$ cat src/hdl/tsml_pkg.sv
// ----------------------------------------------------------------------------
// Two-source PCM mixer: shared package
// Widths, limits, register map and the beat types of the mixer.
// ----------------------------------------------------------------------------
`default_nettype none

package tsml_pkg;

  localparam int SampleBits  = 16;
  localparam int GainBits    = 16;
  localparam int GainFrac    = 12;
  localparam int FactorFrac  = 16;
  localparam int DecayShift  = 5;

  // signed sample times unsigned gain
  localparam int ProdBits    = SampleBits + GainBits;
  // one gained sample clamped to the Q12 limit
  localparam int ClampBits   = SampleBits + GainFrac + 1;
  localparam int SumBits     = ClampBits + 1;
  localparam int TruncBits   = SumBits - GainFrac;
  localparam int FactorBits  = FactorFrac + 1;
  localparam int ScaledBits  = SumBits + FactorBits;
  localparam int RightBits   = ScaledBits - GainFrac - FactorFrac;

  localparam int DivStages   = 4;
  localparam int DivSteps    = FactorFrac / DivStages;

  localparam logic signed [SampleBits-1:0] LimitS =
    {1'b0, {(SampleBits-1){1'b1}}};
  localparam logic signed [SampleBits-1:0] NegLimitS = -LimitS;
  localparam logic [SampleBits-1:0] SampleMin = {1'b1, {(SampleBits-1){1'b0}}};

  localparam logic signed [ClampBits-1:0] LimitQ =
    {2'b00, {(SampleBits-1){1'b1}}, {GainFrac{1'b0}}};
  localparam logic signed [ClampBits-1:0] NegLimitQ = -LimitQ;

  localparam logic signed [TruncBits-1:0] LimitT =
    {{(TruncBits-SampleBits+1){1'b0}}, {(SampleBits-1){1'b1}}};
  localparam logic signed [TruncBits-1:0] NegLimitT = -LimitT;

  localparam logic signed [RightBits-1:0] LimitR =
    {{(RightBits-SampleBits+1){1'b0}}, {(SampleBits-1){1'b1}}};
  localparam logic signed [RightBits-1:0] NegLimitR = -LimitR;

  localparam logic [FactorBits-1:0] FactorOne = {1'b1, {FactorFrac{1'b0}}};

  // channel modes
  localparam logic [1:0] ChanMono   = 2'd1;
  localparam logic [1:0] ChanStereo = 2'd2;

  // register map
  localparam int RegCount = 3;
  localparam int AddrBits = $clog2(4 * RegCount);
  localparam int IdxBits  = AddrBits - 2;
  localparam int DataBits = 32;
  localparam logic [IdxBits-1:0] RegChannelCount   = 2'd0;
  localparam logic [IdxBits-1:0] RegBackgroundGain = 2'd1;
  localparam logic [IdxBits-1:0] RegVoiceGain      = 2'd2;

  localparam logic [1:0]          ChanReset       = ChanStereo;
  localparam logic [GainBits-1:0] BackgroundReset = 16'd2048;
  localparam logic [GainBits-1:0] VoiceReset      = 16'd10240;

  typedef struct packed {
    logic signed [SampleBits-1:0] background_left;
    logic signed [SampleBits-1:0] background_right;
    logic signed [SampleBits-1:0] voice_left;
    logic signed [SampleBits-1:0] voice_right;
  } in_t;

  typedef struct packed {
    logic signed [SampleBits-1:0] mix_left;
    logic signed [SampleBits-1:0] mix_right;
  } out_t;

  typedef struct packed {
    logic [1:0]          chan;
    logic [GainBits-1:0] background_gain;
    logic [GainBits-1:0] voice_gain;
  } cfg_t;

  // what travels alongside the divider
  typedef struct packed {
    logic [1:0]                   chan;
    logic                         over;
    logic signed [SampleBits-1:0] left;
    logic signed [SumBits-1:0]    rsum;
  } side_t;

endpackage

`default_nettype wire

$ cat src/hdl/tsml_div.sv
// ----------------------------------------------------------------------------
// Two-source PCM mixer: limiter reciprocal
// Pipelined restoring divider for floor((LIMIT << 16) / mag), a few quotient
// bits per stage. The quotient fits 16 bits when mag > LIMIT, the only case that uses it.
// ----------------------------------------------------------------------------
`default_nettype none

module tsml_div (
  input  logic                                clk_i,
  input  logic                                rst_ni,
  input  logic                                en_i,
  input  logic                                valid_i,
  input  logic [tsml_pkg::SampleBits-1:0]     mag_i,
  input  tsml_pkg::side_t                     side_i,
  output logic                                valid_o,
  output logic [tsml_pkg::FactorFrac-1:0]     quot_o,
  output tsml_pkg::side_t                     side_o
);

  localparam int SB = tsml_pkg::SampleBits;
  localparam int QB = tsml_pkg::FactorFrac;
  localparam int NS = tsml_pkg::DivStages;
  localparam int KS = tsml_pkg::DivSteps;

  logic            v_q    [NS];
  logic [SB-1:0]   rem_q  [NS];
  logic [SB-1:0]   mag_q  [NS];
  logic [QB-1:0]   quot_q [NS];
  tsml_pkg::side_t side_q [NS];

  for (genvar g = 0; g < NS; g++) begin : g_stage
    logic            v_in;
    logic [SB-1:0]   rem_in, mag_in;
    logic [QB-1:0]   quot_in;
    tsml_pkg::side_t side_in;
    logic [SB-1:0]   rem_d;
    logic [QB-1:0]   quot_d;

    if (g == 0) begin : g_first
      // low dividend bits are zero, so the partial remainder starts at LIMIT
      assign v_in    = valid_i;
      assign rem_in  = tsml_pkg::LimitS;
      assign mag_in  = mag_i;
      assign quot_in = '0;
      assign side_in = side_i;
    end else begin : g_next
      assign v_in    = v_q[g-1];
      assign rem_in  = rem_q[g-1];
      assign mag_in  = mag_q[g-1];
      assign quot_in = quot_q[g-1];
      assign side_in = side_q[g-1];
    end

    always_comb begin
      logic [SB:0] shifted;
      rem_d  = rem_in;
      quot_d = quot_in;
      for (int k = 0; k < KS; k++) begin
        shifted = {rem_d, 1'b0};
        if (shifted >= {1'b0, mag_in}) begin
          shifted = shifted - {1'b0, mag_in};
          quot_d  = {quot_d[QB-2:0], 1'b1};
        end else begin
          quot_d  = {quot_d[QB-2:0], 1'b0};
        end
        rem_d = shifted[SB-1:0];
      end
    end

    always_ff @(posedge clk_i or negedge rst_ni) begin
      if (!rst_ni) begin
        v_q[g] <= 1'b0;
      end else if (en_i) begin
        v_q[g] <= v_in;
      end
    end

    always_ff @(posedge clk_i) begin
      if (en_i) begin
        rem_q[g]  <= rem_d;
        mag_q[g]  <= mag_in;
        quot_q[g] <= quot_d;
        side_q[g] <= side_in;
      end
    end
  end

  assign valid_o = v_q[NS-1];
  assign quot_o  = quot_q[NS-1];
  assign side_o  = side_q[NS-1];

endmodule

`default_nettype wire

$ cat config.mk
export PLATFORM = sky130hd
export DESIGN_NAME = tsml_div
export DESIGN_NICKNAME = d
export VERILOG_FILES = /design/src/hdl/tsml_pkg.sv /design/src/hdl/tsml_div.sv
export SDC_FILE = /design/constraint.sdc
export NUM_CORES = 1
export LEC_CHECK = 0
export BUFFER_PORTS_ARGS = -buffer_cell sky130_fd_sc_hd__buf_4
export CAP_MARGIN = 30
export CORE_ASPECT_RATIO = 1.75
export CORE_MARGIN = 5
export CORE_UTILIZATION = 42
export DETAILED_ROUTE_END_ITERATION = 12
export PLACE_DENSITY = 0.67
export SETUP_SLACK_MARGIN = 0.05
export SLEW_MARGIN = 5
export SYNTH_ARGS = -nofsm -noshare
export SYNTH_HDL_FRONTEND = slang
export SYNTH_SLANG_ARGS = --single-unit
$ cat constraint.sdc
create_clock -name clk_i -period 11.05 [get_ports clk_i]
set_clock_uncertainty 0.05 [all_clocks]
set_input_delay 1.105 -clock clk_i [delete_from_list [all_inputs] [get_ports clk_i]]
set_output_delay 1.105 -clock clk_i [all_outputs]
set_load 0.005 [all_outputs]
==> metrics.csv <==
stage,metric,value,unit
grt,antenna_found_initial,0,
synth,syn_area,0.02371,mm^2
run_status,outcome,"finished, final reports clean",
cts,cts.clk_slew.worst_paths,70,ps
routing,first_pass_iters,5,
floorplan,die_y,324.3,um
synth,syn_nets,2555,
synth,ys_seq_area_share,42.47,%
cts,insertion_delay,600,ps
floorplan,core_area,0.05612,mm^2
sta,min_period_over_period,94.73,%
cells_and_area,antennaDiodeCount,0,
synth,ys_seq_elements,336,
cells_and_area,drive_above_1_share,18.12,%
grt,overflow,0,
place,io_buffers,134,
synth,yosysUniqueCellTypes,88,
sta,setup_violations,0,
routing,drt_iter0_markers,789,
cells_and_area,design_area,0.02732,mm^2
synth,syn_inst,2252,
sta,slew_headroom,36.56,%
worst_setup_path,cp_max_fo,14,
sta,tightest_slew,951.6,ps
sta,grt_setup_unrepaired,false,
cells_and_area,area_delta_synth_final,15.21,%
grt,grt.total_usage,21.51,%
worst_setup_path,endpoint_kind,flip-flop,
min_path,min_path_type,input pin to asynchronous set/reset pin,
cts,htree_levels,1,
synth,synth.most_common_cell,edfxtp_1,
worst_setup_path,crit_required,11350,ps
worst_setup_path,startpoint_type,flip-flop,
routing,wire_per_inst,21.30,um
synth,ys.flop_type,edfxtp_1,
cts,root_buffer,clkbuf_16,
cells_and_area,final_nets,2791,
worst_setup_path,ff2ff_setup_slack,580,ps
worst_setup_path,worstSetupPathType,flip-flop to flip-flop,
synth,synth_area_leaders,"edfxtp_1 (42%), ha_1 (12%), mux2_2 (4.5%), xnor2_1 (4.1%), a21oi_1 (3.4%)",
worst_setup_path,path_delay_family,compound AO/OA/AOI/OAI gates,
sta,drv_slew,0,
grt,grt_max_degree,126,
routing,ant_nets,0,
routing,drc,0,
synth,synth_edf_count,332,
routing,num_vias,18679,
synth,synth_common_cells,"edfxtp_1 (332), ha_1 (231), a21oi_1 (162), nand2_1 (155)",
synth,post-synth-top-area-fraction,42.05,%
place,hpwl,55.81,mm
synth,syn_area_per_cell,10.53,um^2
floorplan,die_area,0.06149,mm^2
worst_setup_path,cpPeakStageDelay,460,ps
floorplan,num_rows,115,
sta,clock.fmax,95.54,MHz
synth,ys_warn_count,0,
grt,grt_pass1_wl,104.8,mm
sta,finalHoldViolCount,0,
place,gp_congestion,1.034,
cts,cts_tree,done,
synth,async_reset_ff_share,1.190,%
job,drv_cap,0,
floorplan,io_pins,135,
cts,clockBufferDepth,3,
sta,finalCriticalPeriod,10470,ps
worst_setup_path,cp_slowest_cell,edfxtp_1,
routing,routed_via_density,5.814,
grt,grt_pass1_vias,19841,
floorplan,start_util,42.25,%
cts,cts.sinks,336,
routing,wl,68.44,mm
worst_setup_path,crit_arrival,10770,ps
synth,synth_largest_area_cell,edfxtp_1,
cts,cts-buffers-inserted,31,
cts,hold_buffers,0,
floorplan,die_w,189.6,um
place,place_area,0.02621,mm^2
worst_setup_path,cp_num_buf_inv,9,
-- through the flow --
stage / cells / util (%) / setup WS, ps / hold WS (ps) / TNS (ps)
6_report: 3213 / 48.68 / 582.8 / 250.5 / 0
5_1_grt: 3213 / 48.68 / 32.55 / 214.0 / 0
4_1_cts: 3212 / 48.57 / 107.1 / 217.9 / 0
3_5_place_dp: 3154 / 46.71 / -387.2 / 354.5 / -5192
3_3_place_gp: 3154 / 46.71 / -370.3 / 350.4 / -4989
2_1_floorplan: 2252 / - / 926.8 / 350.3 / 0
-- layout by cell type, fill, tap and decap left out, drive strengths merged, types with 20 or more instances in the layout --
| cell | instances |
|---|---|
| o21a | 45 |
| o21ai | 125 |
| nand2b | 22 |
| o21bai | 24 |
| xnor2 | 112 |
| edfxtp | 332 |
| a31oi | 23 |
| nor3 | 55 |
| mux2 | 116 |
| clkbuf | 33 |
| nand3 | 46 |
| a21oi | 163 |
| nor2b | 35 |
| ha | 231 |
| nor2 | 132 |
| or2 | 20 |
| inv | 143 |
| nand4 | 34 |
| buf | 237 |
| a21o | 77 |
| xor2 | 66 |
| nand2 | 155 |
-- final cells by class --
cell class                      instances  area (um^2)
Multi-Input combinational cell       1741        13020
Inverter                              141        534.3
Clock inverter                         23        221.5
Sequential cell                       336        10070
Tap cell                              702        878.3
Timing Repair Buffer                  237         1812
Clock buffer                           33        783.3
Fill cell                            5119        28800
-- worst reg2reg max path, delay by kind of cell (launching register included) --
kind,cells,cell delay (ps)
buffers and inverters,9,1480
adders and majority gates,4,1330
muxes,5,1550
DFF,1,460
and+or+nand+nor,10,2350
AOI/OAI and AO/OA,15,3010
-- final timing paths --
| kind | depth (start not counted) | start | end |
|---|---|---|---|
| max | 43 | mag_q[0][1]$_DFFE_PP_ | rem_q[1][9]$_DFFE_PP_ |
| min | 1 | rst_ni | g_stage[2].v_in$_DFFE_PN0P_ |
| max reg2reg | 43 | mag_q[0][1]$_DFFE_PP_ | rem_q[1][9]$_DFFE_PP_ |
| min reg2reg | 0 | side_q[1][31]$_DFFE_PP_ | side_q[2][31]$_DFFE_PP_ |
| max in group asynchronous | 1 | rst_ni | g_stage[3].v_in$_DFFE_PN0P_ |
| min in group clk_i | 0 | side_q[1][31]$_DFFE_PP_ | side_q[2][31]$_DFFE_PP_ |
-- routing by layer --
layer / GRT usage [%] / up-vias / routed length (um)
met5: 0 / - / 0
met4: 16.16 / 0 / 6173
met3: 2.009 / 253 / 1902
met1: 18.56 / 8939 / 21450
li1: - / 8986 / -
met2: 43.75 / 501 / 38910
-- logic make-up after synthesis --
| family | share of synthesized area [%] |
|---|---|
| AO/OA/AOI/OAI | 17.03 |
| AND/OR/NAND/NOR | 12.26 |
| flip-flops | 42.47 |
| adder cells (fa/ha/maj) | 12.44 |
| XOR/XNOR | 6.576 |
| buffers and inverters | 2.934 |
| multiplexers | 6.280 |
-- flip-flops by register name, indices dropped and copies added (netlist names) --
register / count
g_stage.v_in: 3
mag_q: 48
quot_q: 40
rem_q: 48
side_q: 196
valid_o: 1
-- timing repair --
action | CTS | global route
buffers inserted | 2 | 1
gates resized for setup | 5 | 22
endpoints found under the setup margin | 17 | 18
hold endpoints to repair | 0 | 0
pin swaps | 1 | 4
Power is not shown: default switching activity piles up to over one toggle a cycle in this logic, so the estimate is an artifact.
