### config.mk
export PLATFORM = sky130hd
export DESIGN_NAME = tsml_front
export DESIGN_NICKNAME = d
export VERILOG_FILES = /design/src/hdl/tsml_pkg.sv /design/src/hdl/tsml_front.sv
export SDC_FILE = /design/constraint.sdc
export NUM_CORES = 2
export LEC_CHECK = 0
export BUFFER_PORTS_ARGS = -buffer_cell sky130_fd_sc_hd__buf_2
export CAP_MARGIN = 40
export CORE_MARGIN = 2
export CORE_UTILIZATION = 25
export CTS_BUF_LIST = sky130_fd_sc_hd__clkbuf_16
export DETAILED_ROUTE_END_ITERATION = 8
export PLACE_DENSITY_LB_ADDON = 0.1
export SYNTH_ARGS = -nofsm -noshare
export SYNTH_HDL_FRONTEND = slang
export SYNTH_SLANG_ARGS = --single-unit
### constraint.sdc
create_clock -name clk_i -period 5.9 [get_ports clk_i]
set_clock_uncertainty 0.2 [all_clocks]
set_input_delay 0.59 -clock clk_i [delete_from_list [all_inputs] [get_ports clk_i]]
set_output_delay 0.59 -clock clk_i [all_outputs]
set_load 0.02 [all_outputs]
### src/hdl/tsml_pkg.sv
// ----------------------------------------------------------------------------
// Two-source PCM mixer: shared package
// Widths, limits, register map and the beat types of the mixer.
// ----------------------------------------------------------------------------
`default_nettype none

package tsml_pkg;

  localparam int SampleBits  = 16;
  localparam int GainBits    = 16;
  localparam int GainFrac    = 12;
  localparam int FactorFrac  = 16;
  localparam int DecayShift  = 5;

  // signed sample times unsigned gain
  localparam int ProdBits    = SampleBits + GainBits;
  // one gained sample clamped to the Q12 limit
  localparam int ClampBits   = SampleBits + GainFrac + 1;
  localparam int SumBits     = ClampBits + 1;
  localparam int TruncBits   = SumBits - GainFrac;
  localparam int FactorBits  = FactorFrac + 1;
  localparam int ScaledBits  = SumBits + FactorBits;
  localparam int RightBits   = ScaledBits - GainFrac - FactorFrac;

  localparam int DivStages   = 4;
  localparam int DivSteps    = FactorFrac / DivStages;

  localparam logic signed [SampleBits-1:0] LimitS =
    {1'b0, {(SampleBits-1){1'b1}}};
  localparam logic signed [SampleBits-1:0] NegLimitS = -LimitS;
  localparam logic [SampleBits-1:0] SampleMin = {1'b1, {(SampleBits-1){1'b0}}};

  localparam logic signed [ClampBits-1:0] LimitQ =
    {2'b00, {(SampleBits-1){1'b1}}, {GainFrac{1'b0}}};
  localparam logic signed [ClampBits-1:0] NegLimitQ = -LimitQ;

  localparam logic signed [TruncBits-1:0] LimitT =
    {{(TruncBits-SampleBits+1){1'b0}}, {(SampleBits-1){1'b1}}};
  localparam logic signed [TruncBits-1:0] NegLimitT = -LimitT;

  localparam logic signed [RightBits-1:0] LimitR =
    {{(RightBits-SampleBits+1){1'b0}}, {(SampleBits-1){1'b1}}};
  localparam logic signed [RightBits-1:0] NegLimitR = -LimitR;

  localparam logic [FactorBits-1:0] FactorOne = {1'b1, {FactorFrac{1'b0}}};

  // channel modes
  localparam logic [1:0] ChanMono   = 2'd1;
  localparam logic [1:0] ChanStereo = 2'd2;

  // register map
  localparam int RegCount = 3;
  localparam int AddrBits = $clog2(4 * RegCount);
  localparam int IdxBits  = AddrBits - 2;
  localparam int DataBits = 32;
  localparam logic [IdxBits-1:0] RegChannelCount   = 2'd0;
  localparam logic [IdxBits-1:0] RegBackgroundGain = 2'd1;
  localparam logic [IdxBits-1:0] RegVoiceGain      = 2'd2;

  localparam logic [1:0]          ChanReset       = ChanStereo;
  localparam logic [GainBits-1:0] BackgroundReset = 16'd2048;
  localparam logic [GainBits-1:0] VoiceReset      = 16'd10240;

  typedef struct packed {
    logic signed [SampleBits-1:0] background_left;
    logic signed [SampleBits-1:0] background_right;
    logic signed [SampleBits-1:0] voice_left;
    logic signed [SampleBits-1:0] voice_right;
  } in_t;

  typedef struct packed {
    logic signed [SampleBits-1:0] mix_left;
    logic signed [SampleBits-1:0] mix_right;
  } out_t;

  typedef struct packed {
    logic [1:0]          chan;
    logic [GainBits-1:0] background_gain;
    logic [GainBits-1:0] voice_gain;
  } cfg_t;

  // what travels alongside the divider
  typedef struct packed {
    logic [1:0]                   chan;
    logic                         over;
    logic signed [SampleBits-1:0] left;
    logic signed [SumBits-1:0]    rsum;
  } side_t;

endpackage

`default_nettype wire

### src/hdl/tsml_front.sv
// ----------------------------------------------------------------------------
// Two-source PCM mixer: gain and sum front end
// Three stages: gain products, clamp and channel sums, left truncation and
// limiter detection.
// ----------------------------------------------------------------------------
`default_nettype none

module tsml_front (
  input  logic                                clk_i,
  input  logic                                rst_ni,
  input  logic                                en_i,
  input  logic                                valid_i,
  input  tsml_pkg::in_t                       data_i,
  input  tsml_pkg::cfg_t                      cfg_i,
  output logic                                valid_o,
  output logic [tsml_pkg::SampleBits-1:0]     mag_o,
  output tsml_pkg::side_t                     side_o
);

  localparam int SB = tsml_pkg::SampleBits;
  localparam int PB = tsml_pkg::ProdBits;
  localparam int CB = tsml_pkg::ClampBits;
  localparam int MB = tsml_pkg::SumBits;
  localparam int TB = tsml_pkg::TruncBits;
  localparam int GF = tsml_pkg::GainFrac;

  function automatic logic signed [CB-1:0] clamp_q(input logic signed [PB:0] x);
    logic signed [CB-1:0] r;
    if (x > tsml_pkg::LimitQ) begin
      r = tsml_pkg::LimitQ;
    end else if (x < tsml_pkg::NegLimitQ) begin
      r = tsml_pkg::NegLimitQ;
    end else begin
      r = x[CB-1:0];
    end
    return r;
  endfunction

  // ---- stage 1: products
  logic signed [PB:0]   pbl_w, pbr_w, pvl_w, pvr_w;
  logic                 v1_q;
  logic [1:0]           chan1_q;
  logic signed [PB-1:0] pbl_q, pbr_q, pvl_q, pvr_q;

  assign pbl_w = data_i.background_left  * $signed({1'b0, cfg_i.background_gain});
  assign pbr_w = data_i.background_right * $signed({1'b0, cfg_i.background_gain});
  assign pvl_w = data_i.voice_left       * $signed({1'b0, cfg_i.voice_gain});
  assign pvr_w = data_i.voice_right      * $signed({1'b0, cfg_i.voice_gain});

  // ---- stage 2: clamp and sum
  logic signed [PB:0]   mono_sum;
  logic signed [CB-1:0] bl_c, br_c, vl_c, vr_c, mono_c;
  logic signed [MB-1:0] lsum_d, rsum_d;
  logic                 v2_q;
  logic [1:0]           chan2_q;
  logic signed [MB-1:0] lsum_q, rsum_q;

  assign mono_sum = $signed({pbl_q[PB-1], pbl_q}) + $signed({pvl_q[PB-1], pvl_q});
  assign mono_c   = clamp_q(mono_sum);
  assign bl_c     = clamp_q($signed({pbl_q[PB-1], pbl_q}));
  assign br_c     = clamp_q($signed({pbr_q[PB-1], pbr_q}));
  assign vl_c     = clamp_q($signed({pvl_q[PB-1], pvl_q}));
  assign vr_c     = clamp_q($signed({pvr_q[PB-1], pvr_q}));

  // mono reuses the left path: a clamped mono sum never trips the limiter
  assign lsum_d = (chan1_q == tsml_pkg::ChanMono) ?
                  $signed({mono_c[CB-1], mono_c}) :
                  $signed({bl_c[CB-1], bl_c}) + $signed({vl_c[CB-1], vl_c});
  assign rsum_d = $signed({br_c[CB-1], br_c}) + $signed({vr_c[CB-1], vr_c});

  // ---- stage 3: truncate left toward zero, detect limiting
  logic signed [MB-1:0] lbias;
  logic signed [TB-1:0] ltr;
  logic [TB-1:0]        labs;
  logic                 over;
  logic signed [SB-1:0] left_d;
  logic                 v3_q;
  logic [SB-1:0]        mag3_q;
  tsml_pkg::side_t      side3_q;

  assign lbias = lsum_q + $signed({{(MB-GF){1'b0}}, {GF{lsum_q[MB-1]}}});
  assign ltr   = lbias[MB-1:GF];
  assign labs  = ltr[TB-1] ? -ltr : ltr;
  assign over  = (ltr > tsml_pkg::LimitT) || (ltr < tsml_pkg::NegLimitT);

  always_comb begin
    if (!over) begin
      left_d = ltr[SB-1:0];
    end else if (ltr[TB-1]) begin
      left_d = tsml_pkg::NegLimitS;
    end else begin
      left_d = tsml_pkg::LimitS;
    end
  end

  always_ff @(posedge clk_i or negedge rst_ni) begin
    if (!rst_ni) begin
      v1_q <= 1'b0;
      v2_q <= 1'b0;
      v3_q <= 1'b0;
    end else if (en_i) begin
      v1_q <= valid_i;
      v2_q <= v1_q;
      v3_q <= v2_q;
    end
  end

  always_ff @(posedge clk_i) begin
    if (en_i) begin
      chan1_q      <= cfg_i.chan;
      pbl_q        <= pbl_w[PB-1:0];
      pbr_q        <= pbr_w[PB-1:0];
      pvl_q        <= pvl_w[PB-1:0];
      pvr_q        <= pvr_w[PB-1:0];
      chan2_q      <= chan1_q;
      lsum_q       <= lsum_d;
      rsum_q       <= rsum_d;
      mag3_q       <= labs[SB-1:0];
      side3_q.chan <= chan2_q;
      side3_q.over <= over;
      side3_q.left <= left_d;
      side3_q.rsum <= rsum_q;
    end
  end

  assign valid_o = v3_q;
  assign mag_o   = mag3_q;
  assign side_o  = side3_q;

endmodule

`default_nettype wire

==> results by group <==
Job
  • Maximum Capacitance Violations: 0

Detailed routing
  • Via/cell ratio: 4.308
  • DRC violation count after routing: 0
  • Violation count after the first detailed-routing iteration: 1,265
  • Number of nets with antenna violations after routing: 0
  • Average detailed-routed wire length per instance: 16.74 microns
  • Via count: 37,090
  • Number of detailed-route iterations in the first pass: 5
  • Total wirelength of the detailed-routed design: 144,100 microns

Layout
  • Area Growth Syn to Fin: 22.43%
  • Proportion of layout cells with a drive suffix above 1: 18.22%
  • Final #Nets: 7,393

Logic synthesis
  • Library cells used by synthesis: 87
  • Share of cell area taken by muxes after synthesis: 0.1486%
  • Largest family of logic cells by synthesized area: adder cells
  • Portion of synthesized cell area occupied by the leading cell type: 31.40%
  • Post-synthesis share of cell area spent on full adders, half adders and majority gates: 45.78%
  • List of most frequent post-synthesis cells: sky130_fd_sc_hd__inv_1, sky130_fd_sc_hd__fa_1, sky130_fd_sc_hd__nand2_1
  • Area fraction in compound gates after synthesis: 8.623%
  • Dominant register cell in the synthesized netlist: sky130_fd_sc_hd__edfxtp_1
  • Number of enable-type register cells in the synthesized netlist: 257
  • Cells after synthesis: 5,344
  • Post-synthesis instance area: 49,670 sq um
  • Share of the yosys chip area belonging to registers: 15.69%
  • Cell with the most instances after synthesis: sky130_fd_sc_hd__inv_1
  • Post-synthesis net count: 6,796
  • Number of warnings printed during yosys synthesis: 0
  • FF+latch count, synth: 260
  • Proportion of synthesized flip-flops having asynchronous set or reset: 1.154%
  • Most area-consuming cells after synthesis: sky130_fd_sc_hd__fa_1, sky130_fd_sc_hd__edfxtp_1, sky130_fd_sc_hd__ha_1
  • Xor-xnor portion of the synthesized cell area: 3.932%
  • Post-Syn Area per Cell: 9.294 sq um
  • Area share of and/or/nand/nor cells after synthesis: 16.54%
  • Cell type with the largest total area after synthesis: sky130_fd_sc_hd__fa_1

GRT
  • Remaining Overflow, GRT: 0
  • First-pass GRT wire length: 235,500 microns
  • Pin count of the biggest net entering global routing: 120
  • Vias in the first global route: 41,180
  • Global Route Usage Sum: 14.58%
  • Initial antenna violation count: 1

Timing
  • Final critical delay including setup and external delays: 5.998 ns
  • RSZ-0062 raised after global routing: true
  • Slew margin rel.: 40.08%
  • Final cycle utilization of the critical path: 101.7%
  • Worst hold slack after final layout: 0.08285 ns
  • Slew Viols, Final: 0
  • Hold violation total from the final report: 0
  • Crit path setup slack, layout: -0.09845 ns
  • Fmax: 0.1667 GHz
  • Pin slew with the least headroom to its limit: 0.8927 ns
  • Total setup violations reported at the end of the flow: 10

Status
  • Status: finished with violations
  • Violated checks: negative setup slack

Floorplan
  • Number of primary I/O pins: 168
  • Area of the die: 202,300 sq um
  • Area of the core: 197,400 sq um
  • Chip height: 449.7 microns
  • Horizontal die dimension: 449.7 microns
  • Initial Utilization: 25.16%
  • Standard-cell rows: 163

CTS
  • CTS buffer count: 36
  • Buffer depth of the longest clock path: 3
  • CTS clock-pin slew for the worst setup and hold paths: 0.07 ns
  • TritonCTS clock tree: done
  • Clock tree root buffer cell: sky130_fd_sc_hd__clkbuf_16
  • Later-pin clock latency in the skew report: 0.62 ns
  • H-Tree Level Count: 2
  • Number of sinks on the clock net: 260

Placement
  • Placed wire-length estimate: 124,300 microns
  • Number of I/O port buffers: 167
  • Final RePlAce weighted congestion: 0.8360

Hold path
  • Path category of the worst min-delay check: input pin to async pin

Critical path
  • Nature of the critical path endpoint: flip-flop
  • Worst Path Required: 6.01 ns
  • Startpoint kind of the worst setup timing path: input pin
  • Critical-path maximum fanout: 8
  • Worst setup path category: input pin to flip-flop
  • CP Data Arrival Time: 6.11 ns
==> layout by cell type, fill, tap and decap left out, drive strengths merged, types with 19 or more instances in the layout <==
cell type,n
fa,779
ha,571
nand2,607
nand2b,49
buf,762
o21bai,37
nor3,48
xnor2,154
xor2,69
o21ai,118
clkbuf,45
and3,19
inv,1016
a21o,137
a21oi,174
o21a,24
edfxtp,257
nor2,164
a31oi,20
nor2b,26
nand3,60
and2,513
nand4,39
nor4,37
==> cells by family after synthesis <==
logic type,Yosys count
multiplexers,7
AO/OA/AOI/OAI,652
adder cells (fa/ha/maj),1350
XOR/XNOR,223
flip-flops,260
AND/OR/NAND/NOR,1627
buffers and inverters,1225
==> final timing paths <==
kind	slack [ns]	depth (start not counted)	end	start
setup / recovery	-0.1	24	pvr_q[30]	cfg_i[6]
hold / removal	0.08	2	v2_q	rst_ni
setup reg to reg	0.60	21	rsum_q[28]	pvr_q[22]
hold reg to reg	0.20	0	side_o[11]	rsum_q[11]
max in group asynchronous	5.31	2	valid_o	rst_ni
min in group clk_i	0.20	0	side_o[11]	rsum_q[11]
==> per-layer routing <==
metal / GRT usage [%] / wire length [microns] / vias up
li1: - / - / 18160
met1: 19.05 / 65710 / 18470
met2: 26.15 / 72730 / 349
met3: 1.293 / 2920 / 108
met4: 2.758 / 2709 / 0
met5: 0 / 0 / -
==> metrics by stage <==
step / setup slack [ns] / setup TNS (ns) / instances / cell area [sq um] / util, %
CTS: -0.08780 / -0.3411 / 8583 / 60000 / 30.39
finish: -0.09845 / -0.4444 / 8608 / 60810 / 30.80
global route: -0.2790 / -4.090 / 8608 / 60810 / 30.80
detailed placement: -0.9860 / -41.42 / 8496 / 57970 / 29.37
floorplan: -0.4195 / -3.982 / 5344 / 50410 / -
global placement: -0.9483 / -40.44 / 8495 / 57970 / 29.36
==> sequential cells by signal, summed over array words and instances, names as in the netlist, 16 cells and up <==
name and count:
lsum_q 30, mag_o 16, pbl_q 32, pbr_q 32, pvl_q 32, pvr_q 32
rsum_q 30, side_o 49
==> worst max-delay path, stage by stage <==
cell                       delay, ns
sky130_fd_sc_hd__buf_12         0.12
sky130_fd_sc_hd__buf_6          0.12
sky130_fd_sc_hd__and2_4         0.15
sky130_fd_sc_hd__fa_1           0.48
sky130_fd_sc_hd__fa_1           0.55
sky130_fd_sc_hd__fa_2           0.63
sky130_fd_sc_hd__fa_1           0.46
sky130_fd_sc_hd__fa_1           0.54
sky130_fd_sc_hd__inv_2          0.04
sky130_fd_sc_hd__fa_1           0.51
sky130_fd_sc_hd__inv_2          0.05
sky130_fd_sc_hd__ha_4           0.16
sky130_fd_sc_hd__buf_12         0.12
sky130_fd_sc_hd__a21oi_4        0.10
sky130_fd_sc_hd__o21bai_1       0.08
sky130_fd_sc_hd__a21o_1         0.16
sky130_fd_sc_hd__a21o_1         0.14
sky130_fd_sc_hd__a21o_1         0.17
sky130_fd_sc_hd__a21o_1         0.15
sky130_fd_sc_hd__a21oi_2        0.19
sky130_fd_sc_hd__o311ai_4       0.14
sky130_fd_sc_hd__a31o_2         0.23
sky130_fd_sc_hd__a21oi_2        0.13
sky130_fd_sc_hd__xnor2_1        0.08
==> repair_timing <==
action / in CTS / in global routing
pin swaps: 90 / 144
hold buffers: 4 / 0
hold endpoints to repair: 6 / 0
setup endpoints to repair: 34 / 39
setup buffers: 20 / 28
gates cloned: 0 / 2
gates resized for setup: 164 / 153
==> final cells by class <==
class	count	area (sq um)
tap	2640	3303
antenna	1	2.502
multi-input combinational	3859	38340
clock inverter	27	319.1
timing repair buffer	774	6324
inverter	1010	3799
clock buffer	37	925.9
sequential	260	7792
fill	20990	136600
Power is left out: the tool's default activity adds up to more than one toggle a clock period on the data nets, which glitch-free logic cannot reach.
