**config.mk**
```make
export PLATFORM = sky130hd
export DESIGN_NAME = tsml_scale
export DESIGN_NICKNAME = d
export VERILOG_FILES = /design/src/hdl/tsml_pkg.sv /design/src/hdl/tsml_scale.sv
export SDC_FILE = /design/constraint.sdc
export NUM_CORES = 2
export LEC_CHECK = 0
export BUFFER_PORTS_ARGS = -buffer_cell sky130_fd_sc_hd__buf_2
export CELL_PAD_IN_SITES_DETAIL_PLACEMENT = 1
export CELL_PAD_IN_SITES_GLOBAL_PLACEMENT = 2
export CORE_UTILIZATION = 35
export CTS_BUF_LIST = sky130_fd_sc_hd__clkbuf_4 sky130_fd_sc_hd__clkbuf_8
export CTS_CLUSTER_SIZE = 40
export DETAILED_ROUTE_END_ITERATION = 10
export GPL_TIMING_DRIVEN = 1
export PLACE_DENSITY = 0.78
export REMOVE_ABC_BUFFERS = 1
export SLEW_MARGIN = 20
export SYNTH_ARGS = -nofsm -noshare
export SYNTH_HDL_FRONTEND = slang
export SYNTH_SLANG_ARGS = --single-unit
```
**constraint.sdc**
```tcl
create_clock -name clk_i -period 7.9 [get_ports clk_i]
set_input_delay 1.58 -clock clk_i [delete_from_list [all_inputs] [get_ports clk_i]]
set_output_delay 1.58 -clock clk_i [all_outputs]
set_load 0.01 [all_outputs]
```
**src/hdl/tsml_pkg.sv**
```systemverilog
// ----------------------------------------------------------------------------
// Two-source PCM mixer: shared package
// Widths, limits, register map and the beat types of the mixer.
// ----------------------------------------------------------------------------
`default_nettype none

package tsml_pkg;

  localparam int SampleBits  = 16;
  localparam int GainBits    = 16;
  localparam int GainFrac    = 12;
  localparam int FactorFrac  = 16;
  localparam int DecayShift  = 5;

  // signed sample times unsigned gain
  localparam int ProdBits    = SampleBits + GainBits;
  // one gained sample clamped to the Q12 limit
  localparam int ClampBits   = SampleBits + GainFrac + 1;
  localparam int SumBits     = ClampBits + 1;
  localparam int TruncBits   = SumBits - GainFrac;
  localparam int FactorBits  = FactorFrac + 1;
  localparam int ScaledBits  = SumBits + FactorBits;
  localparam int RightBits   = ScaledBits - GainFrac - FactorFrac;

  localparam int DivStages   = 4;
  localparam int DivSteps    = FactorFrac / DivStages;

  localparam logic signed [SampleBits-1:0] LimitS =
    {1'b0, {(SampleBits-1){1'b1}}};
  localparam logic signed [SampleBits-1:0] NegLimitS = -LimitS;
  localparam logic [SampleBits-1:0] SampleMin = {1'b1, {(SampleBits-1){1'b0}}};

  localparam logic signed [ClampBits-1:0] LimitQ =
    {2'b00, {(SampleBits-1){1'b1}}, {GainFrac{1'b0}}};
  localparam logic signed [ClampBits-1:0] NegLimitQ = -LimitQ;

  localparam logic signed [TruncBits-1:0] LimitT =
    {{(TruncBits-SampleBits+1){1'b0}}, {(SampleBits-1){1'b1}}};
  localparam logic signed [TruncBits-1:0] NegLimitT = -LimitT;

  localparam logic signed [RightBits-1:0] LimitR =
    {{(RightBits-SampleBits+1){1'b0}}, {(SampleBits-1){1'b1}}};
  localparam logic signed [RightBits-1:0] NegLimitR = -LimitR;

  localparam logic [FactorBits-1:0] FactorOne = {1'b1, {FactorFrac{1'b0}}};

  // channel modes
  localparam logic [1:0] ChanMono   = 2'd1;
  localparam logic [1:0] ChanStereo = 2'd2;

  // register map
  localparam int RegCount = 3;
  localparam int AddrBits = $clog2(4 * RegCount);
  localparam int IdxBits  = AddrBits - 2;
  localparam int DataBits = 32;
  localparam logic [IdxBits-1:0] RegChannelCount   = 2'd0;
  localparam logic [IdxBits-1:0] RegBackgroundGain = 2'd1;
  localparam logic [IdxBits-1:0] RegVoiceGain      = 2'd2;

  localparam logic [1:0]          ChanReset       = ChanStereo;
  localparam logic [GainBits-1:0] BackgroundReset = 16'd2048;
  localparam logic [GainBits-1:0] VoiceReset      = 16'd10240;

  typedef struct packed {
    logic signed [SampleBits-1:0] background_left;
    logic signed [SampleBits-1:0] background_right;
    logic signed [SampleBits-1:0] voice_left;
    logic signed [SampleBits-1:0] voice_right;
  } in_t;

  typedef struct packed {
    logic signed [SampleBits-1:0] mix_left;
    logic signed [SampleBits-1:0] mix_right;
  } out_t;

  typedef struct packed {
    logic [1:0]          chan;
    logic [GainBits-1:0] background_gain;
    logic [GainBits-1:0] voice_gain;
  } cfg_t;

  // what travels alongside the divider
  typedef struct packed {
    logic [1:0]                   chan;
    logic                         over;
    logic signed [SampleBits-1:0] left;
    logic signed [SumBits-1:0]    rsum;
  } side_t;

endpackage

`default_nettype wire

```
**src/hdl/tsml_scale.sv**
```systemverilog
// ----------------------------------------------------------------------------
// Two-source PCM mixer: right-channel scaling
// Eases the factor back toward one, scales the right sum with a split
// multiply, truncates, clamps and forms the output beat.
// ----------------------------------------------------------------------------
`default_nettype none

module tsml_scale (
  input  logic                                clk_i,
  input  logic                                rst_ni,
  input  logic                                en_i,
  input  logic                                valid_i,
  input  logic [tsml_pkg::FactorFrac-1:0]     quot_i,
  input  tsml_pkg::side_t                     side_i,
  output logic                                valid_o,
  output tsml_pkg::out_t                      data_o
);

  localparam int SB  = tsml_pkg::SampleBits;
  localparam int MB  = tsml_pkg::SumBits;
  localparam int FB  = tsml_pkg::FactorBits;
  localparam int XB  = tsml_pkg::ScaledBits;
  localparam int RB  = tsml_pkg::RightBits;
  localparam int LoB = FB / 2;
  localparam int HiB = FB - LoB;
  localparam int PpB = MB + HiB + 1;
  localparam int WB  = PpB + LoB;
  localparam int TF  = tsml_pkg::GainFrac + tsml_pkg::FactorFrac;

  // ---- stage A: factor
  logic [FB-1:0]   quot_x, fac_d;
  logic            va_q;
  logic [FB-1:0]   fac_q;
  tsml_pkg::side_t sa_q;

  assign quot_x = {1'b0, quot_i};
  assign fac_d  = side_i.over ?
                  quot_x + ((tsml_pkg::FactorOne - quot_x) >> tsml_pkg::DecayShift) :
                  tsml_pkg::FactorOne;

  // ---- stage B: two partial products
  logic signed [PpB-1:0] ppl_d, pph_d;
  logic                  vb_q;
  logic signed [PpB-1:0] ppl_q, pph_q;
  tsml_pkg::side_t       sb_q;

  assign ppl_d = sa_q.rsum * $signed({1'b0, fac_q[LoB-1:0]});
  assign pph_d = sa_q.rsum * $signed({1'b0, fac_q[FB-1:LoB]});

  // ---- stage C: combine
  logic signed [WB-1:0] prod_w;
  logic                 vc_q;
  logic signed [XB-1:0] prod_q;
  tsml_pkg::side_t      sc_q;

  assign prod_w = $signed({pph_q, {LoB{1'b0}}}) +
                  $signed({{LoB{ppl_q[PpB-1]}}, ppl_q});

  // ---- stage D: truncate Q28 toward zero
  logic signed [XB-1:0] rbias;
  logic                 vd_q;
  logic signed [RB-1:0] rtr_q;
  tsml_pkg::side_t      sd_q;

  assign rbias = prod_q + $signed({{(XB-TF){1'b0}}, {TF{prod_q[XB-1]}}});

  // ---- stage E: clamp and select by mode
  logic signed [SB-1:0] right_c;
  tsml_pkg::out_t       out_d;
  logic                 ve_q;
  tsml_pkg::out_t       out_q;

  always_comb begin
    if (rtr_q > tsml_pkg::LimitR) begin
      right_c = tsml_pkg::LimitS;
    end else if (rtr_q < tsml_pkg::NegLimitR) begin
      right_c = tsml_pkg::NegLimitS;
    end else begin
      right_c = rtr_q[SB-1:0];
    end
  end

  always_comb begin
    out_d = '0;
    case (sd_q.chan)
      tsml_pkg::ChanMono: begin
        out_d.mix_left = sd_q.left;
      end
      tsml_pkg::ChanStereo: begin
        out_d.mix_left  = sd_q.left;
        out_d.mix_right = right_c;
      end
      default: begin
        out_d = '0;
      end
    endcase
  end

  always_ff @(posedge clk_i or negedge rst_ni) begin
    if (!rst_ni) begin
      va_q <= 1'b0;
      vb_q <= 1'b0;
      vc_q <= 1'b0;
      vd_q <= 1'b0;
      ve_q <= 1'b0;
    end else if (en_i) begin
      va_q <= valid_i;
      vb_q <= va_q;
      vc_q <= vb_q;
      vd_q <= vc_q;
      ve_q <= vd_q;
    end
  end

  always_ff @(posedge clk_i) begin
    if (en_i) begin
      fac_q  <= fac_d;
      sa_q   <= side_i;
      ppl_q  <= ppl_d;
      pph_q  <= pph_d;
      sb_q   <= sa_q;
      prod_q <= prod_w[XB-1:0];
      sc_q   <= sb_q;
      rtr_q  <= rbias[XB-1:TF];
      sd_q   <= sc_q;
      out_q  <= out_d;
    end
  end

  assign valid_o = ve_q;
  assign data_o  = out_q;

endmodule

`default_nettype wire

```
==> results by group <==
Run status
  • Run status: finished, final reports clean

Setup path
  • Crit. End Element: flop
  • Type of element launching the critical path: flop
  • Destination of the worst register-to-register timing path: pph_q[37]$_DFFE_PP_
  • Crit path kind: reg2reg
  • Reg-to-reg setup timing slack: 1.38 ns
  • Data arrival time of the critical path: 6.98 ns
  • Crit path required time: 8.37 ns
  • Reg2reg path depth: 20
  • Top fanout value on the critical path: 16
  • Beginning of the worst register-to-register path: fac_q[10]$_SDFFCE_PN0P_

Worst hold path
  • Hold path start: sb_q[30]$_DFFE_PP_
  • Type of the tightest min-delay check: reg2reg
  • Terminating pin of the worst hold path: sc_q[30]$_DFFE_PP_
  • Hold Crit Depth: 0

Synth
  • Flip-flop and latch count after synthesis: 300
  • Asr flop ratio synth: 0.01667
  • Post-synthesis instance area: 0.03103 mm^2
  • Post-synthesis average cell area: 10.23 um^2
  • Predominant post-synthesis flop cell: sky130_fd_sc_hd__edfxtp_1
  • Part of the Yosys area used for sequential elements: 0.2895
  • Number of warnings printed during yosys synthesis: 0
  • Number of library cell types mapped by synthesis: 65
  • Number of synthesized flops with an enable pin: 295
  • Cells after synthesis: 3034

Place
  • Number of I/O port buffers: 101
  • GP Congestion: 0.8081
  • DP Wirelength: 57950 um
  • Post-placement cell area: 0.03275 mm^2

STA
  • Number of setup violations in the final report: 0
  • Setup clock skew after layout: 0.05512 ns
  • Measured slew at the worst slew-check pin: 1.062 ns
  • Worst hold-check slack: 0.4164 ns
  • Final cycle utilization of the critical path: 0.8250
  • Fmax: 0.1534 GHz
  • Final number of hold-violating endpoints: 0
  • Setup total negative slack: 0 ns
  • Setup repair after global routing missed its margin: false
  • Final critical-path required period: 6.518 ns
  • Worst slew margin relative to its limit: 0.2917
  • Max-slew violation count: 0

Clocking
  • Largest buffer count on any clock path: 3
  • Number of buffers inserted by hold repair at cts: 0
  • Insertion delay of the later-clocked pin in the worst-skew pair: 0.72 ns
  • Clock tree from TritonCTS: done
  • Post-CTS Setup Bufs: 0
  • Number of buffers inserted during clock tree synthesis: 54
  • CTS sink count: 300
  • Deepest level of the CTS H-tree: 2
  • CTS-repair resized insts: 0
  • Clk Tree Root Cell: sky130_fd_sc_hd__clkbuf_8
  • Clock-pin slew of the registers on the worst-case setup and hold paths: 0.06 ns

Floorplan
  • Area inside the core boundary: 0.08729 mm^2
  • Row count: 108
  • Total I/O pin count: 102
  • Die extent in x: 299.7 um
  • Initial standard-cell utilization of the core: 0.3554
  • Area of the die: 0.08985 mm^2
  • Height of the chip: 299.7 um

Cells and area
  • Number of fill cells in the layout: 9899
  • Final #Nets: 3818
  • Post-route cell area: 0.03398 mm^2
  • Share of layout cells above drive strength 1: 0.07329
  • Synth-to-layout area growth: 9.524%

Routing
  • Number of vias per cell after detailed routing: 4.828
  • Pre-Repair DR Iteration Count: 4
  • Total wirelength of the detailed-routed design: 73460 um
  • Total number of vias: 20800
  • Drt drc: 0
  • Post-detailed-route count of antenna-violating nets: 0
  • Iteration-0 DRC Markers: 744
  • Wire length per cell: 17.05 um

GRT
  • Global-route met1 utilization: 0.2230
  • Remaining global-route overflow: 0
  • Initial antenna violation count: 2
  • Met2 track demand over resource: 0.2873
  • Via count of the first global-routing pass: 22990
  • Met3 Use GR: 0.02110
  • Pin count of the biggest net entering global routing: 145
  • Wire length of the first global-routing pass: 120800 um
  • Layer carrying the most global-route usage: met2
  • Total global routing track utilization: 0.1674

Job
  • Total of max-cap violations: 0
==> kinds of logic after synthesis <==
| family | after synthesis | share of synthesized area |
|---|---|---|
| simple gates | 866 | 0.1428 |
| fa+ha+maj | 642 | 0.3569 |
| buf+inv | 637 | 0.07714 |
| compound gates | 443 | 0.09198 |
| flops | 300 | 0.2895 |
| xor+xnor | 140 | 0.03952 |
| mux | 6 | 0.002137 |
==> worst max-delay path: stages, from the launching register on <==
cell                       delay [ns]
sky130_fd_sc_hd__edfxtp_1        0.80
sky130_fd_sc_hd__buf_4           0.37
sky130_fd_sc_hd__nand2_1         0.11
sky130_fd_sc_hd__fa_1            0.54
sky130_fd_sc_hd__inv_1           0.06
sky130_fd_sc_hd__fa_1            0.49
sky130_fd_sc_hd__fa_1            0.51
sky130_fd_sc_hd__fa_1            0.50
sky130_fd_sc_hd__inv_1           0.05
sky130_fd_sc_hd__fa_1            0.48
sky130_fd_sc_hd__inv_1           0.04
sky130_fd_sc_hd__ha_1            0.35
sky130_fd_sc_hd__a21o_1          0.21
sky130_fd_sc_hd__a21o_1          0.18
sky130_fd_sc_hd__a21oi_1         0.16
sky130_fd_sc_hd__o21ai_0         0.13
sky130_fd_sc_hd__a311oi_1        0.38
sky130_fd_sc_hd__a211oi_1        0.15
sky130_fd_sc_hd__a221oi_1        0.46
sky130_fd_sc_hd__o21ai_0         0.16
sky130_fd_sc_hd__xor2_1          0.16
==> stage by stage <==
| step | util | setup WS [ns] | instances |
|---|---|---|---|
| 2_1_floorplan | - | 2.265 | 2930 |
| 6_report | 0.3893 | 1.382 | 4308 |
| 4_1_cts | 0.3891 | 1.105 | 4306 |
| 3_3_place_gp | 0.3752 | 1.282 | 4205 |
| 5_1_grt | 0.3893 | 1.007 | 4308 |
| 3_5_place_dp | 0.3752 | 1.102 | 4205 |
==> per-layer routing <==
layer / wire, um / part of all wire
met1: 35250 / 0.48
met2: 34610 / 0.47
met3: 2038 / 0.028
met4: 1562 / 0.021
met5: 0 / 0
==> cells in the mapped netlist (8+ instances only) <==
cell / instances / area (um^2)
sky130_fd_sc_hd__nor4_1: 8 / 50.05
sky130_fd_sc_hd__nand3_1: 31 / 155.2
sky130_fd_sc_hd__nand2b_1: 14 / 87.58
sky130_fd_sc_hd__inv_1: 533 / 2001
sky130_fd_sc_hd__or3_1: 9 / 56.30
sky130_fd_sc_hd__nand2_1: 305 / 1145
sky130_fd_sc_hd__xor2_1: 38 / 332.8
sky130_fd_sc_hd__nand4_1: 27 / 168.9
sky130_fd_sc_hd__a211oi_1: 14 / 105.1
sky130_fd_sc_hd__and3_1: 31 / 193.9
sky130_fd_sc_hd__nor2_1: 76 / 285.3
sky130_fd_sc_hd__a31oi_1: 12 / 75.07
sky130_fd_sc_hd__xnor2_1: 102 / 893.4
sky130_fd_sc_hd__o211ai_1: 9 / 67.56
sky130_fd_sc_hd__o21ai_1: 8 / 40.04
sky130_fd_sc_hd__o21bai_1: 18 / 135.1
sky130_fd_sc_hd__edfxtp_1: 295 / 8859
sky130_fd_sc_hd__nor2b_1: 38 / 237.7
sky130_fd_sc_hd__clkbuf_1: 102 / 382.9
sky130_fd_sc_hd__o21a_1: 33 / 247.7
sky130_fd_sc_hd__nor3_1: 22 / 110.1
sky130_fd_sc_hd__a21oi_1: 143 / 715.7
sky130_fd_sc_hd__o21ai_0: 72 / 360.4
sky130_fd_sc_hd__ha_1: 237 / 2965
sky130_fd_sc_hd__and2_1: 283 / 1770
sky130_fd_sc_hd__fa_1: 405 / 8108
sky130_fd_sc_hd__a21o_1: 71 / 533.0
==> final cells by class <==
cell class / instances / area (um^2) / area share
Antenna cell: 1 / 2.502 / 0.00007364
Multi-Input combinational cell: 2097 / 19650 / 0.5783
Inverter: 533 / 2001 / 0.05887
Sequential cell: 300 / 8984 / 0.2644
Tap cell: 1155 / 1445 / 0.04252
Clock buffer: 74 / 912.1 / 0.02684
Timing Repair Buffer: 121 / 685.7 / 0.02018
Clock inverter: 27 / 302.8 / 0.008910
==> sequential cells by signal, summed over array words and instances (netlist names) <==
signal / count
vc_q: 1
fac_q: 17
valid_o: 1
va_q: 1
sc_q: 18
vd_q: 1
data_o: 32
sd_q: 18
sb_q: 18
ppl_q: 39
pph_q: 39
rtr_q: 19
prod_q: 47
sa_q: 48
vb_q: 1
==> worst max-delay path by stage <==
| stage | startpoint | end | slack, ns | depth (start not counted) |
|---|---|---|---|---|
| finish | fac_q[10]$_SDFFCE_PN0P_ | pph_q[37]$_DFFE_PP_ | 1.38 | 20 |
| global route | fac_q[12]$_SDFFCE_PN0P_ | pph_q[37]$_DFFE_PP_ | 1.01 | 19 |
| CTS | fac_q[9]$_SDFFCE_PN0P_ | pph_q[37]$_DFFE_PP_ | 1.10 | 19 |
| detailed placement | fac_q[9]$_SDFFCE_PN0P_ | pph_q[37]$_DFFE_PP_ | 1.10 | 19 |
| global placement | fac_q[9]$_SDFFCE_PN0P_ | pph_q[37]$_DFFE_PP_ | 1.28 | 19 |
| floorplan | fac_q[9]$_SDFFCE_PN0P_ | pph_q[37]$_DFFE_PP_ | 2.27 | 19 |
==> placed cells by master (no fill, tap or decap), drive strengths merged, types with 80 or more instances in the layout <==
cell    count
inv       535
fa        405
nand2     305
edfxtp    295
and2      283
ha        237
a21oi     146
buf       121
xnor2     102
o21ai      80
Power is not shown: default switching activity piles up to over one toggle a cycle in this logic, so the estimate is an artifact.
